**config.mk**
```make
export PLATFORM = sky130hd
export DESIGN_NAME = rpc_div
export DESIGN_NICKNAME = d
export VERILOG_FILES = /design/src/design/rolling_pair_correlation_core_assert.svh /design/src/design/rpc_div.sv
export SDC_FILE = /design/constraint.sdc
export NUM_CORES = 1
export LEC_CHECK = 0
export ABC_AREA = 0
export BUFFER_PORTS_ARGS = -buffer_cell sky130_fd_sc_hd__buf_2
export CAP_MARGIN = 25
export CORE_ASPECT_RATIO = 0.75
export CORE_UTILIZATION = 25
export CTS_CLUSTER_DIAMETER = 60
export DETAILED_ROUTE_END_ITERATION = 8
export MAX_ROUTING_LAYER = met4
export PLACE_DENSITY_LB_ADDON = 0.3
export REMOVE_ABC_BUFFERS = 1
export SYNTH_ARGS = -nofsm -noshare
export SYNTH_HDL_FRONTEND = slang
export SYNTH_SLANG_ARGS = --single-unit
```
**constraint.sdc**
```tcl
create_clock -name clk -period 13.4 [get_ports clk]
set_input_delay 2.68 -clock clk [delete_from_list [all_inputs] [get_ports clk]]
set_output_delay 2.68 -clock clk [all_outputs]
set_load 0.005 [all_outputs]
```
**src/design/rolling_pair_correlation_core_assert.svh**
```systemverilog
// Assertion macros for the rolling pair correlation core.
`ifndef ROLLING_PAIR_CORRELATION_CORE_ASSERT_SVH
`define ROLLING_PAIR_CORRELATION_CORE_ASSERT_SVH

// The condition implies the consequence in the same cycle.
`define RPC_ASSERT_NOW(label, cond, cons, msg) \
  label: assert property (@(posedge clk) disable iff (!rst_n) (cond) |-> (cons)) \
    else $error(msg);

// The condition implies the consequence in the next cycle.
`define RPC_ASSERT_NEXT(label, cond, cons, msg) \
  label: assert property (@(posedge clk) disable iff (!rst_n) (cond) |=> (cons)) \
    else $error(msg);

`endif

```
**src/design/rpc_div.sv**
```systemverilog
// Restoring divider that produces one quotient bit per cycle.
`timescale 1ns / 1ps
module rpc_div #(
  parameter int W = 64,
  parameter int STEPS = 33
) (
  input  logic             clk,
  input  logic             rst_n,
  input  logic             go,
  input  logic [W-1:0]     rem_init,
  input  logic [W-1:0]     divisor,
  input  logic [STEPS-1:0] dividend_bits,
  output logic             busy,
  output logic [STEPS-1:0] quot
);
  localparam int CW = $clog2(STEPS + 1);

  logic [W-1:0]     rem_r, dvs_r;
  logic [STEPS-1:0] bits_r, quot_r;
  logic [CW-1:0]    cnt_r;
  logic             busy_r;
  logic [W:0]       trial;
  logic [W:0]       diff;
  logic             ge;

  always_comb begin
    trial = {rem_r, bits_r[STEPS-1]};
    diff  = trial - {1'b0, dvs_r};
    ge    = trial >= {1'b0, dvs_r};
  end

  always_ff @(posedge clk) begin
    if (!rst_n) begin
      busy_r <= 1'b0;
      cnt_r  <= '0;
    end else if (go) begin
      rem_r  <= rem_init;
      dvs_r  <= divisor;
      bits_r <= dividend_bits;
      quot_r <= '0;
      cnt_r  <= '0;
      busy_r <= 1'b1;
    end else if (busy_r) begin
      rem_r  <= ge ? diff[W-1:0] : trial[W-1:0];
      bits_r <= {bits_r[STEPS-2:0], 1'b0};
      quot_r <= {quot_r[STEPS-2:0], ge};
      cnt_r  <= cnt_r + CW'(1);
      if (cnt_r == CW'(STEPS - 1)) begin
        busy_r <= 1'b0;
      end
    end
  end

  assign busy = busy_r;
  assign quot = quot_r;
endmodule

```
# --- Word-level counts from Yosys, hierarchy flattened ---
# Index checks and enable logic that the tools add are counted.
op_classes:
  n_lt_le_gt_ge: 1
  mux: 9
  n_addsub: 2
  reduce_logical: 4
  n_bitwise: 1
  eq_ne: 1
op_table:
  columns: ["operator", "count"]
  rows:
  - ["two-way mux 64 bit", 3]
  - ["two-way mux 33 bit", 3]
  - ["greater-or-equal comparator 65 x 64 -> 1 bit", 1]
  - ["subtractor 64 bit", 1]
  - ["adder 6 x 1 -> 6 bit (second input constant)", 1]
  - ["equality test 6 bit (second input constant)", 1]
  - ["AND reduction 2 bit", 2]
  - ["two-way mux 1 bit", 3]
  - ["nonzero test 2 bit", 1]
  - ["OR reduction 2 bit", 1]
  - ["NOT 1 bit", 1]
totals:
  ff_bits: 201
  input_bits: 164
  wordCells: 24

# --- Longest topological paths before layout ---
logic_depth:
  depth_word: 4
  mapped_depth: 16
  ltp_nobuf: 14

# --- Worst setup path after synthesis ---
# OpenSTA, ideal clock, no wires.
synth_timing:
  path_type: "input to register"
  from: "input port go"
  to: "register bits_r[0] (enable)"
  setup_ps: 501
  path_stages: 3
  setup_slack_ps: 6695
  arrival_ps: 6204
  n_path_buf: 2
  path_cell_list: "clkbuf_1 > clkbuf_1 > o21a_1"
synth_via:
  elab_chain_cells: 2
synth_lines:
  columns: ["element", "line", "source"]
  rows:
  - ["from (decl)", "rpc_div.sv:9", "input logic go,"]
  - ["nonzero test 2 bit (no source line)", null, null]
  - ["AND reduction 2 bit (no source line)", null, null]
  - ["to (signal assigned)", "rpc_div.sv:39", "bits_r <= dividend_bits;"]
  - ["to (signal assigned)", "rpc_div.sv:45", "bits_r <= {bits_r[STEPS-2:0], 1'b0};"]
  - ["to (decl)", "rpc_div.sv:19", "logic [STEPS-1:0] bits_r, quot_r;"]
# Every way passes these cells.
# A chain may end at the register's enable or synchronous reset.

# --- Worst setup path after layout ---
layout_timing:
  from: "input port go"
  to: "register dvs_r[30] (enable)"
layout_via:
  elab_chain_cells: 1
layout_lines:
  columns: ["element", "line", "source"]
  rows:
  - ["AND reduction 2 bit (no source line)", null, null]
  - ["to (signal assigned)", "rpc_div.sv:38", "dvs_r <= divisor;"]
  - ["to (decl)", "rpc_div.sv:18", "logic [W-1:0] rem_r, dvs_r;"]
# Every way passes these cells.

==> summary.txt <==
Critical path
  • CP Capture Type: flip-flop
  • Worst Path Class, Setup: input pin to flip-flop
  • Worst Setup SP: go
  • WP data arrival: roughly 5300 ps
  • Critical R2R Launch: rem_r[6]
  • Startpoint Class: input pin
  • Worst-path fanout max: 67
  • Worst EP required: between 10000 and 15000 ps

Synth
  • Netlist Area Pre-Place: 12400 um^2
  • Count leader, synth: edfxtp_1
  • Distinct cell type count after synthesis: 78
  • Number of flops mapped to enable cells by yosys: ~190
  • Warnings from Yosys: 0
  • Synthesized area per cell: between 10 and 15 um^2
  • Syn Inst Count: between 1000 and 1500
  • Synth top cells by count: 194 x edfxtp_1, 136 x nand2_1, 93 x a21oi_1
  • Sequential area share after synthesis: between 40% and 50%
  • Largest area contributor in the netlist: edfxtp_1
  • Seq cells post-synth: roughly 200
  • Top cell type's share of synthesized area: 46.9%
  • Dominant cells by area after synthesis: edfxtp_1 47%, ha_1 6.6%, nand2_1 4.1%, a21oi_1 3.7%, mux2_2 3.0%
  • Main synth FF type: edfxtp_1
  • FFs w/ async S/R, synth: 0%

Drt
  • Vias per cell: about 4.8
  • DR pass1 iterations: 5
  • Antenna viol nets, final: 0
  • Drt initial violations: a little over 700
  • Routed len/inst: 18.1 um
  • DRC viols: 0
  • Wirelength, routed: 37.6 mm
  • DR vias: 10000

Final layout
  • Post-route cell area: 15000 um^2
  • Fin util: 30.6%
  • Fin nets: 1639
  • Syn-to-layout area delta: 20.3%
  • Area occupied by multi-input gates: between 5000 and 6000 um^2
  • Register area: 5970 um^2
  • Share of cells above drive strength 1: between 20% and 30%
  • Fillers: ~5200

Placement
  • Gpl congestion: 0.885
  • IO Port Bufs: roughly 200
  • Dpl hpwl: 28.2 mm
  • Post-Place Cell Area: roughly 14000 um^2

Global route
  • Gr ovfl total: 0
  • First-pass GRT wire length: between 50 and 60 mm
  • Largest net degree at the start of global routing: 68
  • GR Util All Layers: ~15%
  • Vias in the first global route: between 9000 and 10000
  • Initial antenna violation count: 5

Clocking
  • Setup Buffers After CTS: 0
  • Num CTS Buffers: 27
  • Worst-Skew Late Latency: about 560 ps
  • Cts repair resizes: 0
  • Hold bufs inserted after CTS: 0
  • Clock sinks: approximately 200
  • Clock slew at reported path FFs: approximately 60 ps
  • H-tree depth: 1
  • CTS tree: done
  • Clock root buffer master: clkbuf_16
  • CTS Buffer Depth: 3

Floorplan
  • Die Width: between 200 and 300 um
  • Chip Height: ~200 um
  • Initial core utilization: around 25%
  • Core area: between 40000 and 50000 um^2
  • Std-Cell Rows: 70
  • Die area: just over 50000 um^2
  • Ports: about 200

Hold path
  • Worst hold path class: flip-flop to flip-flop
  • Hold Startpoint: cnt_r[5]

Timing
  • Final setup vio count: 0
  • Peak Freq: slightly below 0.2 GHz
  • Minimum clock period: between 5000 and 6000 ps
  • Post-route clock period utilization: between 30% and 40%
  • Pins over their slew limit: 0
  • Worst Tran Pin Value: ~900 ps
  • RSZ-0062 raised after global routing: no
  • Setup TNS: 0 ps
  • Final hold slack: between 500 and 600 ps
  • Hold Vio Cnt, Final: 0
  • Final setup skew: around 9.1 ps
  • Max transition margin: 39.3%

Power and ir drop
  • Lkg Pwr: 0.00609 uW
  • Pwr dens: 133 nW/um^2
  • Worst vdd ir: around 110 uV

Job
  • Max-cap violations: 0

Status
  • Status: completed
## worst max-delay path: stages
cell	delay [ps]
buf_4	580
buf_4	620
and2_2	770
buf_4	520
## metal layers
layer / up-vias / GRT usage [%] / wire, um
met4: 0 / 3.66 / 760
met2: 263 / 21.6 / 16200
met1: 4828 / 21.9 / 18800
met3: 48 / 2.12 / 1920
li1: 4901 / - / -
met5: - / - / 0
## path summary, 6_finish.rpt
check / cells after the start / to / slack [ps]
setup reg to reg: 13 / rem_r[0] / 8530
setup / recovery: 4 / dvs_r[30] / 8280
hold reg to reg: 2 / cnt_r[5] / 510
hold / removal: 2 / cnt_r[5] / 510
## registers in the layout, indices dropped and copies added (netlist names)
register  flops
busy          1
cnt_r         6
quot         33
rem_r        64
dvs_r        64
bits_r       33
## power by group
part	switching [uW]	leakage, uW	internal [uW]
Combinational	298	0.00375	195
Clock	290	0.000435	434
Sequential	21.8	0.00190	753
## metrics by stage
stage / setup WS, ps / power (uW) / cells
after floorplan: 7290 / 1120 / 1172
after global placement: 7690 / 1270 / 2026
after detailed placement: 7580 / 1280 / 2027
after CTS: 8190 / 2010 / 2076
after global routing: 8030 / 2090 / 2080
final: 8280 / 1990 / 2080
## cell type report
cell class	count	area share, %
Multi-Input combinational cell	879	39.1
Clock inverter	15	1.24
Clock buffer	34	4.69
Sequential cell	201	39.9
Timing Repair Buffer	207	7.25
Inverter	92	2.31
Antenna cell	4	0.0669
Tap cell	648	5.42
## cell usage in the layout (no fill, tap or decap), types with 11 or more instances in the layout
cell type  instances
ha_1              66
a31oi_1           41
edfxtp_1         194
clkbuf_16         27
a21oi_1           93
a21o_1            43
buf_2            196
nor2b_1           35
and3_1            12
nor2_1            88
nand4_1           26
nand2_1          136
nand3_1           21
inv_1             90
nor3_1            18
mux2_2            33
xnor2_1           28
o21bai_1          18
o21ai_0           40
xor2_1            23
or3_1             11
## logic make-up (layout without fill, tap and decap cells)
family                     Yosys count  after routing  synth area share [%]
DFF                                201            201                  48.0
AOI/OAI and AO/OA                  332            332                  18.0
adders and majority gates           67             67                  6.81
xor gates and xnor gates            51             51                  3.60
and+or+nand+nor                    391            391                  15.2
muxes                               38             38                  3.39
buffers and inverters              158            348                  5.01
other                                0              4                     0
No activity file was read; power rests on OpenSTA's default activity.
