**config.mk**
```make
export PLATFORM = sky130hd
export DESIGN_NAME = rpc_mul
export DESIGN_NICKNAME = d
export VERILOG_FILES = /design/src/design/rolling_pair_correlation_core_assert.svh /design/src/design/rpc_pkg.sv /design/src/design/rpc_mul.sv
export SDC_FILE = /design/constraint.sdc
export NUM_CORES = 2
export LEC_CHECK = 0
export ABC_CLOCK_PERIOD_IN_PS = 26600
export BUFFER_PORTS_ARGS = -buffer_cell sky130_fd_sc_hd__buf_2
export CAP_MARGIN = 20
export CORE_ASPECT_RATIO = 0.5
export CORE_MARGIN = 3
export CORE_UTILIZATION = 26
export DETAILED_ROUTE_END_ITERATION = 7
export PLACE_DENSITY_LB_ADDON = 0.2
export SYNTH_ARGS = -nofsm -noshare
export SYNTH_HDL_FRONTEND = slang
export SYNTH_SLANG_ARGS = --single-unit
```
**constraint.sdc**
```tcl
create_clock -name clk -period 26.6 [get_ports clk]
set_input_delay 2.66 -clock clk [delete_from_list [all_inputs] [get_ports clk]]
set_output_delay 2.66 -clock clk [all_outputs]
set_load 0.01 [all_outputs]
```
**src/design/rolling_pair_correlation_core_assert.svh**
```systemverilog
// Assertion macros for the rolling pair correlation core.
`ifndef ROLLING_PAIR_CORRELATION_CORE_ASSERT_SVH
`define ROLLING_PAIR_CORRELATION_CORE_ASSERT_SVH

// The condition implies the consequence in the same cycle.
`define RPC_ASSERT_NOW(label, cond, cons, msg) \
  label: assert property (@(posedge clk) disable iff (!rst_n) (cond) |-> (cons)) \
    else $error(msg);

// The condition implies the consequence in the next cycle.
`define RPC_ASSERT_NEXT(label, cond, cons, msg) \
  label: assert property (@(posedge clk) disable iff (!rst_n) (cond) |=> (cons)) \
    else $error(msg);

`endif

```
**src/design/rpc_pkg.sv**
```systemverilog
// Shared constants for the rolling pair correlation block.
`timescale 1ns / 1ps
package rpc_pkg;
  localparam int CFG_W = 11;
  localparam int CFG_ADDR_W = 3;
  localparam int CFG_DATA_W = 32;
  localparam logic REG_WINDOW_LENGTH = 1'b0;
  localparam logic REG_MIN_OBS = 1'b1;
  localparam logic [CFG_W-1:0] WLEN_RESET = 11'd20;
  localparam logic [CFG_W-1:0] MINOBS_RESET = 11'd10;
  localparam int CORR_W = 16;
  localparam int BETA_W = 32;
  localparam int R2_W = 15;
  localparam int OBS_W = 11;
  localparam int ACC_W = 64;
  localparam int Q14_ONE = 16384;
endpackage

```
**src/design/rpc_mul.sv**
```systemverilog
// Shared 64 by 64 multiplier built from four registered 32 by 32 partial products.
`timescale 1ns / 1ps
module rpc_mul (
  input  logic                            clk,
  input  logic                            rst_n,
  input  logic                            go,
  input  logic [rpc_pkg::ACC_W-1:0]       op_a,
  input  logic [rpc_pkg::ACC_W-1:0]       op_b,
  output logic                            done,
  output logic [2*rpc_pkg::ACC_W-1:0]     prod
);
  localparam int HW = rpc_pkg::ACC_W / 2;

  logic [rpc_pkg::ACC_W-1:0]   a_r, b_r;
  logic [2:0]                  idx_r;
  logic                        busy_r;
  logic [rpc_pkg::ACC_W-1:0]   pp_r;
  logic [1:0]                  sh_r;
  logic                        pp_vld_r;
  logic [2*rpc_pkg::ACC_W-1:0] acc_r;
  logic                        done_r;
  logic [HW-1:0]               a_half, b_half;
  logic [2*rpc_pkg::ACC_W-1:0] pp_shifted;

  always_comb begin
    a_half = idx_r[1] ? a_r[rpc_pkg::ACC_W-1:HW] : a_r[HW-1:0];
    b_half = idx_r[0] ? b_r[rpc_pkg::ACC_W-1:HW] : b_r[HW-1:0];
    pp_shifted = (2*rpc_pkg::ACC_W)'(pp_r) << {sh_r, 5'd0};
  end

  always_ff @(posedge clk) begin
    if (!rst_n) begin
      busy_r   <= 1'b0;
      pp_vld_r <= 1'b0;
      done_r   <= 1'b0;
      idx_r    <= '0;
    end else begin
      done_r <= 1'b0;
      if (go) begin
        a_r      <= op_a;
        b_r      <= op_b;
        acc_r    <= '0;
        idx_r    <= '0;
        busy_r   <= 1'b1;
        pp_vld_r <= 1'b0;
      end else if (busy_r) begin
        if (idx_r != 3'd4) begin
          pp_r     <= a_half * b_half;
          sh_r     <= 2'(idx_r[1]) + 2'(idx_r[0]);
          pp_vld_r <= 1'b1;
          idx_r    <= idx_r + 3'd1;
        end else begin
          pp_vld_r <= 1'b0;
          busy_r   <= 1'b0;
          done_r   <= 1'b1;
        end
        if (pp_vld_r) begin
          acc_r <= acc_r + pp_shifted;
        end
      end
    end
  end

  assign done = done_r;
  assign prod = acc_r;
endmodule

```
Word-level counts from Yosys, hierarchy flattened
Index checks and enable logic that the tools add are counted.
Widths: inputs -> output; s select.
{"block": "word_totals", "rom_bits": 0, "latchBits": 0, "word_cells": 34, "regBits": 328, "in_bits": 131, "mem_count": 0, "ramBits": 0}
{"block": "classes", "div_mod_pow": 0, "n_addsub": 3, "multipliers": 1, "magnitude_cmp": 0, "muxes": 8, "bitwise": 3, "n_reduce_logical": 8, "n_eq_ne": 1, "shift": 1}
{"cell": "$mux 128", "count": 2}
{"cell": "$add 128x128->128", "count": 1}
{"cell": "$shl 64x7->128", "count": 1}
{"cell": "$mul 32x32->64", "count": 1}
{"cell": "$mux 32", "count": 2}
{"cell": "$mux 1", "count": 4}
{"cell": "$reduce_and 2->1", "count": 2}
{"cell": "$reduce_and 4->1", "count": 1}
{"cell": "$reduce_bool 2->1", "count": 2}
{"cell": "$add 3x1->3 const B", "count": 1}
{"cell": "$ne 3x3->1 const B", "count": 1}
{"cell": "$not 1->1", "count": 3}
{"cell": "$reduce_and 3->1", "count": 1}
{"cell": "$reduce_or 3->1", "count": 1}
{"cell": "$add 1x1->2", "count": 1}
{"cell": "$reduce_or 2->1", "count": 1}

Longest topological paths before layout
{"block": "logic_depth", "depth_word": 4, "depth_mapped": 33, "ltp_nobuf": 30}

Least setup slack after synthesis
OpenSTA, ideal clock, no wires.
{"block": "synth_timing", "path_type": "input-to-reg", "startpoint": "input port go", "endpoint": "register acc_r (netlist bit prod[0]), enable pin", "cell_stages": 4, "arrival_ns": 8.888, "n_path_buf": 2, "required_time_ns": 25.968, "slack_ns": 17.080, "path_cell_list": "clkbuf_1 > clkbuf_1 > a21oi_1 > nor2b_1"}
{"block": "synth_between", "elab_chain_len": 2}
{"element": "from (decl)", "line_no": "rpc_mul.sv:6", "source": "input logic go,"}
{"element": "$reduce_bool 2->1 (no line)"}
{"element": "$reduce_and 3->1 (no line) (*)"}
{"element": "to (signal assigned)", "line_no": "rpc_mul.sv:58", "source": "acc_r <= acc_r + pp_shifted;"}
{"element": "to (decl)", "line_no": "rpc_mul.sv:20", "source": "logic [2*rpc_pkg::ACC_W-1:0] acc_r;"}
Every way passes the cells marked *; elsewhere a longest branch is shown, timed or not.
A chain may end at the register's enable or synchronous reset.

Worst setup path after layout
{"block": "layout_timing", "startpoint": "register idx_r[1]", "endpoint": "register pp_r[63] (netlist bit) (data pin)"}
{"block": "layout_between", "elab_chain_len": 2}
{"element": "from (decl)", "line_no": "rpc_mul.sv:15", "source": "logic [2:0] idx_r;"}
{"element": "from (signal assigned)", "line_no": "rpc_mul.sv:51", "source": "idx_r <= idx_r + 3'd1;"}
{"element": "$mux 32", "line_no": "rpc_mul.sv:26", "source": "a_half = idx_r[1] ? a_r[rpc_pkg::ACC_W-1:HW] : a_r[HW-1:0];"}
{"element": "$mul 32x32->64", "line_no": "rpc_mul.sv:48", "source": "pp_r <= a_half * b_half;"}
{"element": "to (signal assigned)", "line_no": "rpc_mul.sv:48"}
{"element": "to (decl)", "line_no": "rpc_mul.sv:17", "source": "logic [rpc_pkg::ACC_W-1:0] pp_r;"}
No other way between the ends.

==> flow_summary.json <==
{
  "nNetsFinal": 7377,
  "route.met3.wl_um": 20100,
  "synth_edf_count": 322,
  "synth_seq_area_share_pct": 18.3,
  "arrival_ns": 10.15,
  "cts_made_buffers": 42,
  "tightest_slew_ns": 1.10,
  "cpMostUsedCell": "fa_1",
  "drt-total-wl_um": 223000,
  "setup_tns_ns": 0,
  "hold_slack_ns": 0.540,
  "final_core_util_pct": 29.2,
  "wl_per_cell_um": 25.6,
  "gp_congestion": 0.920,
  "grt_pass1_vias": 43800,
  "vias": 42400,
  "r2r.worst_path.cells": 25,
  "cpPeakStageDelay_ns": 1.02,
  "crit_slowest_cell": "mux2i_4",
  "final-seq-area_mm2": 0.00980,
  "antenna_found_initial": 8,
  "finalMaxSlewViolations": 0,
  "ys_ff_latch": 328,
  "io-pin-count": 260,
  "clockRootBuffer": "clkbuf_16",
  "finalCritPeriodShare_pct": 36.8,
  "die-height_um": 327,
  "cts_resized": 0,
  "finalHoldViolCount": 0,
  "status": "completed",
  "skew_ns": 0.0421,
  "grt_setup_unrepaired": "no",
  "cap_viol_max_count": 0,
  "r2r_start": "idx_r[1]",
  "row_count": 117,
  "cts_max_level": 2,
  "worst-path-buf-inv": 5,
  "report.final.setup_viol": 0,
  "cp-start-kind": "flip-flop",
  "min_path_cells": 2,
  "top_layer": "met4",
  "clock_latency_ns": 0.65,
  "yosysWarnings": 0,
  "via_per_inst": 4.86,
  "ant_nets": 0,
  "detail_route.first_pass.iterations": 5,
  "holdBufCountCts": 0,
  "layout_min_cycle_time_ns": 9.78,
  "wl_met1_um": 102000,
  "cts_setup_buffers": 0,
  "grt_pass1_wl_um": 319000,
  "cts.sinks": 328,
  "drt_iter0_drc": 3676,
  "core_mm2": 0.204,
  "fp.dieW_um": 648,
  "route.met2.wl_um": 95000,
  "holdCritStartpoint": "pp_vld_r",
  "grt_max_degree": 75,
  "syn_area_mm2": 0.0535,
  "cp_top_family": "adder cells",
  "whs_endpoint": "pp_vld_r",
  "fillCellCount": 21900,
  "slew_headroom_pct": 24.9,
  "max_freq_mhz": 102,
  "start_util_pct": 26.2,
  "synthDistinctLibCells": 80,
  "synth.net_count": 7268,
  "dieArea_mm2": 0.212,
  "drcViolationCount": 0,
  "io_buffers": 259,
  "syn_to_final_growth_pct": 11.2,
  "async_flop_share_pct": 0,
  "synth.avg_cell_area_um2": 9.15,
  "cts_tree": "done",
  "ys.flop_type": "edfxtp_1",
  "cts_max_path_buffers": 3,
  "hpwl_um": 177000,
  "drive_gt1_share_pct": 9.60,
  "critPathKind": "flip-flop to flip-flop",
  "crit_path_max_fanout": 46,
  "required_ns": 26.97,
  "r2r_slack_ns": 16.82,
  "multi_input_area_mm2": 0.0395,
  "groute.usage.overall_pct": 21.0,
  "hold_class": "flip-flop to flip-flop",
  "cts.clk_slew.worst_paths_ns": 0.07,
  "r2r_end": "pp_r[63]",
  "critPathCaptureType": "flip-flop",
  "synth_cells": 5848,
  "overflow": 0
}
-- layout make-up --
class                   instances  share of cell area, %
multi-input cells            4308                   66.3
clock inverters                30                  0.511
inverters                     932                   5.88
flip-flops and latches        328                   16.5
diodes                          8                 0.0336
well taps                    2737                   5.75
repair buffers                345                   3.27
clock buffers                  46                   1.79
-- how the worst max path moves through the flow --
stage / startpoint / endpoint / cells after the start / slack (ns)
floorplan: go / prod[0] / 4 / 17.08
global placement: idx_r[1] / pp_r[62] / 27 / 16.96
detailed placement: idx_r[1] / pp_r[63] / 25 / 16.89
CTS: idx_r[1] / pp_r[63] / 24 / 16.90
global route: idx_r[1] / pp_r[63] / 24 / 16.42
finish: idx_r[1] / pp_r[63] / 25 / 16.82
-- cells in the mapped netlist, types with 5 or more instances --
| master | n | area [µm²] |
|---|---|---|
| inv_1 | 932 | 3500 |
| fa_1 | 897 | 18000 |
| nor2_1 | 864 | 3240 |
| nand2_1 | 656 | 2460 |
| ha_1 | 392 | 4900 |
| edfxtp_1 | 322 | 9670 |
| a21oi_1 | 275 | 1380 |
| clkbuf_1 | 245 | 920 |
| o21ai_0 | 154 | 771 |
| xnor2_1 | 109 | 955 |
| a21o_1 | 100 | 751 |
| mux2i_1 | 96 | 961 |
| nand4_1 | 72 | 450 |
| xor2_1 | 70 | 613 |
| mux2_2 | 69 | 777 |
| nor2b_1 | 65 | 407 |
| nor3_1 | 46 | 230 |
| o21bai_1 | 46 | 345 |
| and2_1 | 42 | 263 |
| a22o_1 | 32 | 280 |
| nand3_1 | 30 | 150 |
| a31oi_1 | 28 | 175 |
| o21a_1 | 28 | 210 |
| and3_1 | 22 | 138 |
| nand2b_1 | 19 | 119 |
| buf_1 | 18 | 67.6 |
| o211ai_1 | 16 | 120 |
| a211oi_1 | 14 | 105 |
| a21boi_0 | 12 | 90.1 |
| buf_2 | 12 | 60.1 |
| o21ai_1 | 12 | 60.1 |
| nor4_1 | 11 | 68.8 |
| o31ai_1 | 11 | 82.6 |
| and4_1 | 9 | 78.8 |
| o221ai_1 | 8 | 70.1 |
| a211o_1 | 7 | 61.3 |
| or2_2 | 7 | 43.8 |
| or3_1 | 7 | 43.8 |
| dfxtp_1 | 6 | 120 |
| clkbuf_2 | 5 | 25.0 |
| o2111ai_1 | 5 | 43.8 |
-- through the flow --
stage,cell area [µm²],setup slack (ns),std cells
after floorplan,53500,17.08,5848
after global placement,58100,16.96,8650
after detailed placement,58100,16.89,8650
after CTS,59500,16.90,8726
after global routing,59500,16.42,8727
final,59500,16.82,8734
-- cells in the final DEF, fill, tap and decap left out, types with 87 or more instances in the layout --
cell type and count:
inv_1 932, fa_1 897, nor2_1 863, nand2_1 656
ha_1 392, edfxtp_1 322, a21oi_1 275, buf_2 258
o21ai_0 154, xnor2_1 109, a21o_1 100, buf_4 87
-- routing by layer --
layer	GRT usage (%)	vias up
met1	29.5	21600
met2	31.6	1611
li1	-	19000
met3	5.62	240
met4	5.48	0
met5	0	-
-- cells by family (layout without fill, tap and decap cells) --
logic type / count (synthesis) / in the layout / share of synthesized area (%)
buffers and inverters: 1212 / 1353 / 8.54
AOI/OAI and AO/OA: 808 / 808 / 9.57
adders and majority gates: 1289 / 1289 / 42.7
other: 0 / 8 / 0
and+or+nand+nor: 1867 / 1867 / 14.7
muxes: 165 / 165 / 3.25
DFF: 328 / 328 / 18.3
xor gates and xnor gates: 179 / 179 / 2.93
-- flip-flops by register name, indices dropped and copies added (netlist names) --
| signal | cells |
|---|---|
| busy_r | 1 |
| pp_r | 64 |
| prod | 128 |
| a_r | 64 |
| b_r | 64 |
| idx_r | 3 |
| pp_vld_r | 1 |
| done | 1 |
| sh_r | 2 |
-- worst min-delay path: cells and delay by family, from the launching register on --
family           cells  cell delay (ns)
AO/OA/AOI/OAI        1             0.08
flip-flops           1             0.33
AND/OR/NAND/NOR      1             0.09
Power is not shown: default switching activity piles up to over one toggle a cycle in this logic, so the estimate is an artifact.
